$ cat src/ppush_pkg.sv
// Package for the 1D particle push pipeline: widths, fixed-point constants,
// register indexes, stage payload types and the cell-locate helper.
// No dependencies; every other file of the block imports it.
package ppush_pkg;

    // Grid and number format.
    localparam int MAX_CELLS = 1024;
    localparam int FRAC_BITS = 16;
    localparam int CELL_W    = $clog2(MAX_CELLS);
    localparam int CNT_W     = CELL_W + 1;
    localparam int WORD_W    = 32;
    localparam int PROD_W    = 2 * WORD_W;
    localparam int CHI_W     = PROD_W - 2 * FRAC_BITS;
    localparam int WGT_W     = FRAC_BITS + 1;
    localparam int ONE_Q     = 1 << FRAC_BITS;

    // Configuration port.
    localparam int CFG_IDX_W   = 3;
    localparam int NUM_CELLS_W = 11;

    typedef enum logic [CFG_IDX_W-1:0] {
        REG_TIME_STEP      = 3'd0,
        REG_DOMAIN_LENGTH  = 3'd1,
        REG_INV_CELL_WIDTH = 3'd2,
        REG_NUM_CELLS      = 3'd3,
        REG_ACCEL_FACTOR   = 3'd4
    } cfg_reg_t;

    // Request type codes.
    localparam logic REQ_FIELD_LOAD = 1'b0;
    localparam logic REQ_PUSH       = 1'b1;

    // Settings as the datapath sees them.
    typedef struct packed {
        logic [WORD_W-1:0] time_step;
        logic [WORD_W:0]   domain_len;     // zero register reads as 2^32
        logic [WORD_W-1:0] inv_cell_width;
        logic [CNT_W-1:0]  cells;          // clamped to 1..MAX_CELLS
        logic [WORD_W-1:0] accel_factor;
    } cfg_t;

    // Input beat.
    typedef struct packed {
        logic              req_type;
        logic [CELL_W-1:0] field_index;
        logic [WORD_W-1:0] field_value;
        logic [WORD_W-1:0] pos_in;
        logic [WORD_W-1:0] vel_in;
    } req_t;

    // Gather stage result: particle plus interpolated field.
    typedef struct packed {
        logic              valid;
        logic [WORD_W-1:0] pos;
        logic [WORD_W-1:0] vel;
        logic [WORD_W-1:0] efield;
    } gat_t;

    // Advance stage result: new position and velocity.
    typedef struct packed {
        logic              valid;
        logic [WORD_W-1:0] pos;
        logic [WORD_W-1:0] vel;
    } adv_t;

    // Output beat.
    typedef struct packed {
        logic [WORD_W-1:0]    pos_out;
        logic [WORD_W-1:0]    vel_out;
        logic [CELL_W-1:0]    cell_index;
        logic [CELL_W-1:0]    next_cell_index;
        logic [FRAC_BITS-1:0] upper_weight;
        logic [WGT_W-1:0]     lower_weight;
    } rsp_t;

    // Lower cell, upper cell and fraction.
    typedef struct packed {
        logic [CELL_W-1:0]    lo;
        logic [CELL_W-1:0]    hi;
        logic [FRAC_BITS-1:0] frac;
    } cell_loc_t;

    // Clamp the programmed cell count to 1..MAX_CELLS.
    function automatic logic [CNT_W-1:0] cells_in_use(input logic [NUM_CELLS_W-1:0] n);
        logic [CNT_W-1:0] r;
        if (n == '0)
            r = CNT_W'(1);
        else if (32'(n) > 32'(MAX_CELLS))
            r = CNT_W'(MAX_CELLS);
        else
            r = CNT_W'(n);
        return r;
    endfunction

    // Split position times 1/dx into cell pair and fraction. A cell past the
    // grid saturates to the last cell, whose upper neighbor is cell 0.
    function automatic cell_loc_t locate(input logic [PROD_W-1:0] prod,
                                         input logic [CNT_W-1:0] n);
        logic [CHI_W-1:0] c;
        logic [CNT_W-1:0] lo_w;
        logic [CNT_W-1:0] lo_inc;
        cell_loc_t        r;
        c = prod[PROD_W-1 -: CHI_W];
        if (PROD_W'(c) >= PROD_W'(n))
            lo_w = n - CNT_W'(1);
        else
            lo_w = c[CNT_W-1:0];
        lo_inc = lo_w + CNT_W'(1);
        r.lo   = lo_w[CELL_W-1:0];
        r.hi   = (lo_inc >= n) ? '0 : lo_inc[CELL_W-1:0];
        r.frac = prod[2*FRAC_BITS-1:FRAC_BITS];
        return r;
    endfunction

    // Weight of the lower cell: one minus the fraction.
    function automatic logic [WGT_W-1:0] lower_weight_of(input logic [FRAC_BITS-1:0] frac);
        return WGT_W'(ONE_Q) - {1'b0, frac};
    endfunction

endpackage

$ cat src/ppush_output.sv
// Last two pipeline stages: locate at the new position and the output
// register that holds a result beat until it is taken.
// Depends on ppush_pkg.
module ppush_output (
    input  logic            clk,
    input  logic            rst_n,
    input  logic            en,
    input  ppush_pkg::adv_t adv,
    input  ppush_pkg::cfg_t cfg,
    output logic            rsp_valid,
    output ppush_pkg::rsp_t rsp
);
    import ppush_pkg::*;

    // Stage 11: new position times 1/dx.
    logic              s11_valid_reg;
    logic [WORD_W-1:0] s11_pos_reg;
    logic [WORD_W-1:0] s11_vel_reg;
    logic [PROD_W-1:0] s11_prod_reg;
    logic [PROD_W-1:0] s11_prod_next;

    // Stage 12: output register.
    logic      out_valid_reg;
    rsp_t      rsp_reg;
    rsp_t      rsp_next;
    cell_loc_t loc;

    // Cell pair and weights of the new position.
    always_comb
    begin
        s11_prod_next            = PROD_W'(adv.pos) * PROD_W'(cfg.inv_cell_width);
        loc                      = locate(s11_prod_reg, cfg.cells);
        rsp_next.pos_out         = s11_pos_reg;
        rsp_next.vel_out         = s11_vel_reg;
        rsp_next.cell_index      = loc.lo;
        rsp_next.next_cell_index = loc.hi;
        rsp_next.upper_weight    = loc.frac;
        rsp_next.lower_weight    = lower_weight_of(loc.frac);
    end

    // Valid bits.
    always_ff @(posedge clk or negedge rst_n)
    begin
        if (!rst_n)
        begin
            s11_valid_reg <= 1'b0;
            out_valid_reg <= 1'b0;
        end
        else if (en)
        begin
            s11_valid_reg <= adv.valid;
            out_valid_reg <= s11_valid_reg;
        end
    end

    // Payload registers.
    always_ff @(posedge clk)
    begin
        if (en)
        begin
            s11_pos_reg  <= adv.pos;
            s11_vel_reg  <= adv.vel;
            s11_prod_reg <= s11_prod_next;
            rsp_reg      <= rsp_next;
        end
    end

    assign rsp_valid = out_valid_reg;
    assign rsp       = rsp_reg;

endmodule
$ cat config.mk
export PLATFORM = sky130hd
export DESIGN_NAME = ppush_output
export DESIGN_NICKNAME = d
export VERILOG_FILES = /design/src/ppush_pkg.sv /design/src/ppush_output.sv
export SDC_FILE = /design/constraint.sdc
export NUM_CORES = 2
export LEC_CHECK = 0
export BUFFER_PORTS_ARGS = -buffer_cell sky130_fd_sc_hd__buf_2
export CORE_UTILIZATION = 55
export CTS_CLUSTER_SIZE = 30
export DETAILED_ROUTE_END_ITERATION = 12
export GPL_TIMING_DRIVEN = 0
export PLACE_DENSITY = 0.82
export RECOVER_POWER = 100
export SLEW_MARGIN = 20
export SYNTH_ARGS = -nofsm -noshare
export SYNTH_HDL_FRONTEND = slang
export SYNTH_SLANG_ARGS = --single-unit
$ cat constraint.sdc
create_clock -name clk -period 11.28 [get_ports clk]
set_input_delay 2.256 -clock clk [delete_from_list [all_inputs] [get_ports clk]]
set_output_delay 2.256 -clock clk [all_outputs]
set_load 0.02 [all_outputs]
# Word level (Yosys, flattened, before mapping)
# Cells that the tools add are included.
[op_classes]
addsub = 3
mul = 1
div_mod_pow = 0
n_lt_le_gt_ge = 2
n_eq_ne = 0
shift = 0
mux = 1
bitwise = 0
n_reduce_logical = 0
[op_table]
columns = ["operator", "count"]
rows = [
  ["multiplier 32 x 32 -> 64 bit", 1],
  ["greater-or-equal comparator 32 x 11 -> 1 bit", 1],
  ["subtractor 17 x 16 -> 17 bit, first input constant", 1],
  ["adder 11 x 1 -> 11 bit, second input constant", 1],
  ["greater-or-equal comparator 11 bit", 1],
  ["2-to-1 mux 11 bit", 1],
  ["subtractor 11 x 1 -> 11 bit, second input constant", 1],
]
[word_totals]
regBits = 247
latch_bits = 0
mem_bits_rw = 0
mem_bits_ro = 0
mem_count = 0

# Logic depth before layout (Yosys ltp)
[logic_depth]
depth_word = 4
depth_mapped = 28

# Worst setup path before layout
# OpenSTA, ideal clock, no wires.
[synth_path]
path_kind = "input to register"
start = "input cfg[51] (netlist name)"
end = "register s11_prod_reg[36], data pin"
setup_time_ps = 260
arrival_time_ps = 8746
path_slack_ps = 2274
cell_stages = 24
path_buffers = 2
cell_sequence = "clkbuf_1 > and2_1 > fa_1 > fa_1 > inv_1 > fa_1 > fa_1 > inv_1 > fa_1 > fa_1 > fa_1 > inv_1 > fa_1 > inv_1 > ha_1 > clkbuf_1 > a21oi_1 > nand2_1 > a221oi_1 > nor2_1 > o21ai_0 > or3b_2 > a21o_1 > xor2_1"
[synth_via]
elab_chain_cells = 1
[synth_lines]
columns = ["element", "line_no", "source"]
rows = [
  ["from (decl)", "ppush_output.sv:9", "input ppush_pkg::cfg_t cfg,"],
  ["multiplier 32 x 32 -> 64 bit", "ppush_output.sv:31", "s11_prod_next = PROD_W'(adv.pos) * PROD_W'(cfg.inv_cell_width);"],
  ["net s11_prod_next[36]", "ppush_output.sv:20", "logic [PROD_W-1:0] s11_prod_next;"],
  ["to (signal assigned)", "ppush_output.sv:63", "s11_prod_reg <= s11_prod_next;"],
  ["to (decl)", "ppush_output.sv:19", "logic [PROD_W-1:0] s11_prod_reg;"],
]
# The timed path passes the listed nets, and every way through them passes these cells.
# A chain may end at the register's enable or synchronous reset.

# Final worst setup path
[layout_path]
start = "input adv[46] (netlist name)"
end = "register s11_prod_reg[47], data pin"
[layout_via]
elab_chain_cells = 1
[layout_lines]
columns = ["element", "line_no", "source"]
rows = [
  ["from (decl)", "ppush_output.sv:8", "input ppush_pkg::adv_t adv,"],
  ["multiplier 32 x 32 -> 64 bit", "ppush_output.sv:31", ""],
  ["net s11_prod_next[47]", "ppush_output.sv:20", ""],
]
# The timed path passes the listed nets, and every way through them passes these cells.

==> summary.md <==
| Metric | Value |
|---|---|
| Status | `finished, violations left` |
| Failing checks | `max-capacitance violations, max-slew violations` |
| Yosys warns | `0` |
| Critical Path Sink Type | `flop` |
| Largest cells by area after synthesis | `fa_1 43%, edfxtp_1 17%, ha_1 8.6%` |
| H-tree lvl count | `1` |
| Initial antenna violation count | `15` |
| Fin Setup TNS | `0 ns` |
| Area grow syn2layout | `7.54%` |
| Routed via count | `around 31000` |
| Fraction of registers with async set/reset | `0.00870` |
| Main synth FF type | `edfxtp_1` |
| Cell Rows | `100` |
| Postcts setup bufs | `0` |
| Synth Cell Area | `between 40000 and 50000 sq um` |
| Seq/Total Area, Yosys | `0.167` |
| Worst skew pair latency | `about 0.65 ns` |
| Fmax | `between 90 and 100 MHz` |
| Yosys top cell by area | `fa_1` |
| Slowest stage cell, crit path | `clkbuf_1` |
| Root buffer cell | `clkbuf_16` |
| Mapped Cells | `about 4100` |
| Critical path peak fanout | `10` |
| CTS tree | `yes` |
| Crit share post-route | `0.968` |
| #FFs+latches synth | `230` |
| Core area | `around 74000 sq um` |
| Avg WL per Cell | `around 25 um` |
| Storage element area | `6900 sq um` |
| Final setup fails | `0` |
| Crit path DAT | `11.32 ns` |
| RSZ-0062 raised after global routing | `no` |
| HPWL after DPL | `approximately 110000 um` |
| Reg clk slew, reported paths | `approximately 0.070 ns` |
| GRT Util Overall | `0.362` |
| Yosys top cell area share | `0.434` |
| Endpoint, Worst Hold | `rsp[103]` |
| IO Pins | `between 300 and 400` |
| Nets | `between 5000 and 6000` |
| Required @ worst endpoint | `~12 ns` |
| Slew of the pin with the lowest slew margin | `around 5.4 ns` |
| Starting Density | `0.556` |
| Min cycle time layout | `about 11 ns` |
| Relative slew margins | `-2.61` |
| Fill count | `approximately 6400` |
| # clock sinks | `230` |
| Synthesized area per cell | `10.1 sq um` |
| Max-cap viol count | `3` |
| Post-CTS resize count | `0` |
| Die Ht | `between 200 and 300 um` |
| Startpoint Class | `input port` |
| Multi-input logic area | `a little over 30000 sq um` |
| RR Endpoint | `rsp[37]` |
| Hold Vio Cnt, Final | `0` |
| DIE AREA | `76200 sq um` |
| Initial drt markers | `2886` |
| Reg-to-reg critical path startpoint | `s11_prod_reg[37]` |
| Avg Vias per Cell | `approximately 5.8` |
| # hold bufs at CTS | `0` |
| CTS buffer count | `27` |
| HP Class | `reg -> reg` |
| Most used cell, CP | `fa_1` |
| R2R depth | `18` |
| Max incr delay on CP | `roughly 0.9 ns` |
| Drt total wl | `around 140000 um` |
| GP Congestion | `1.10` |
| Worst hold slack | `0.417 ns` |
| IO buf count | `~230` |
| Largest net degree at the start of global routing | `about 100` |
| Max clock buf depth | `3` |
| Post-synth net total | `about 5500` |
| Yosys cell types | `62` |
| Vias in the first global route | `around 33000` |
| R2R Setup Slk | `5.85 ns` |
| Post-synth EDFFs | `228` |
| Largest register FFs | `about 120` |
| Share of layout cells above drive strength 1 | `0.0319` |
| Clk_skew | `~0.057 ns` |
| Drt drc | `0` |
| Hold Startpoint | `s11_pos_reg[18]` |
| Pre-antenna DRT Iters | `7` |
| Kind of critical path | `in -> reg` |
| Fin. max-slew vios | `approximately 240` |
| GRT overflow | `0` |
| Hold Path Stages | `0` |
| First-pass GRT wire length | `between 200000 and 250000 um` |
| Post-DRT Antenna Nets | `0` |
| Chip width | `276 um` |
-- cell families after synthesis --
group                    synth area share
AND/OR/NAND/NOR                     0.156
adder cells (fa/ha/maj)             0.520
buffers and inverters               0.101
flip-flops                          0.167
AO/OA/AOI/OAI                      0.0347
XOR/XNOR                           0.0155
multiplexers                      0.00506
-- worst max-delay path, delay by kind of cell --
| kind | cells | cell delay [ns] |
|---|---|---|
| AND/OR/NAND/NOR | 6 | 1.30 |
| buffers and inverters | 7 | 1.76 |
| adder cells (fa/ha/maj) | 9 | 4.48 |
| AO/OA/AOI/OAI | 3 | 1.48 |
-- cell usage in the layout, fill, tap and decap left out, drive strengths merged, types with 12 or more instances in the layout --
master and n:
edfxtp 228, a21o 30, a21oi 64, nand3 24, buf 79, nor4 13, a211oi 13, clkbuf 390
diode 12, nor3 24, xnor2 49, nor2 52, nand4 20, inv 910, ha 285, and2 564
xor2 24, o21ai 42, fa 895, nand2 531
-- layer usage --
layer  vias up  global-route usage  wire, um  part of all wire
met5         -                   0        82           0.00061
met3       648               0.106     17600              0.13
met4        10               0.263     12500             0.093
met1     15700               0.443     46300              0.34
li1      12800                   -         -                 -
met2      2140               0.549     58900              0.43
-- worst max path at each step --
| stage | from | to | slack [ns] | depth (start not counted) |
|---|---|---|---|---|
| finish | adv[46] | s11_prod_reg[47] | 0.36 | 25 |
| global route | adv[59] | s11_prod_reg[59] | 0.10 | 23 |
| floorplan | cfg[51] | s11_prod_reg[36] | 2.27 | 24 |
| global placement | adv[46] | s11_prod_reg[59] | 0.17 | 24 |
| CTS | adv[46] | s11_prod_reg[59] | 0.73 | 24 |
| detailed placement | adv[46] | s11_prod_reg[47] | 0.13 | 25 |
-- metrics by stage --
step                instance area, sq um  cells  utilization  setup slack (ns)
floorplan                          41300   4102            -              2.27
global placement                   43700   5299        0.587             0.167
detailed placement                 43700   5301        0.588             0.133
CTS                                44600   5351        0.601             0.729
global route                       44400   5354        0.597             0.100
finish                             44400   5363        0.598             0.364
-- layout make-up --
| type | instances | area share |
|---|---|---|
| Timing Repair Buffer | 230 | 0.0216 |
| Clock inverter | 18 | 0.00507 |
| Multi-Input combinational cell | 2760 | 0.680 |
| Inverter | 905 | 0.0765 |
| Clock buffer | 32 | 0.0156 |
| Antenna cell | 12 | 0.000676 |
| Tap cell | 969 | 0.0273 |
| Buffer | 207 | 0.0176 |
| Sequential cell | 230 | 0.155 |
-- synth_stat cells, types with 24 or more instances --
cell type  instances
xnor2_1           49
o21ai_0           38
edfxtp_1         228
a21oi_1           64
and2_1           564
nand2_1          531
nor2_1            52
clkbuf_1         201
inv_1            905
nand3_1           24
xor2_1            24
ha_1             285
fa_1             895
a21o_1            30
Power is left out: the tool's default activity adds up to more than one toggle a clock period on the data nets, which glitch-free logic cannot reach.
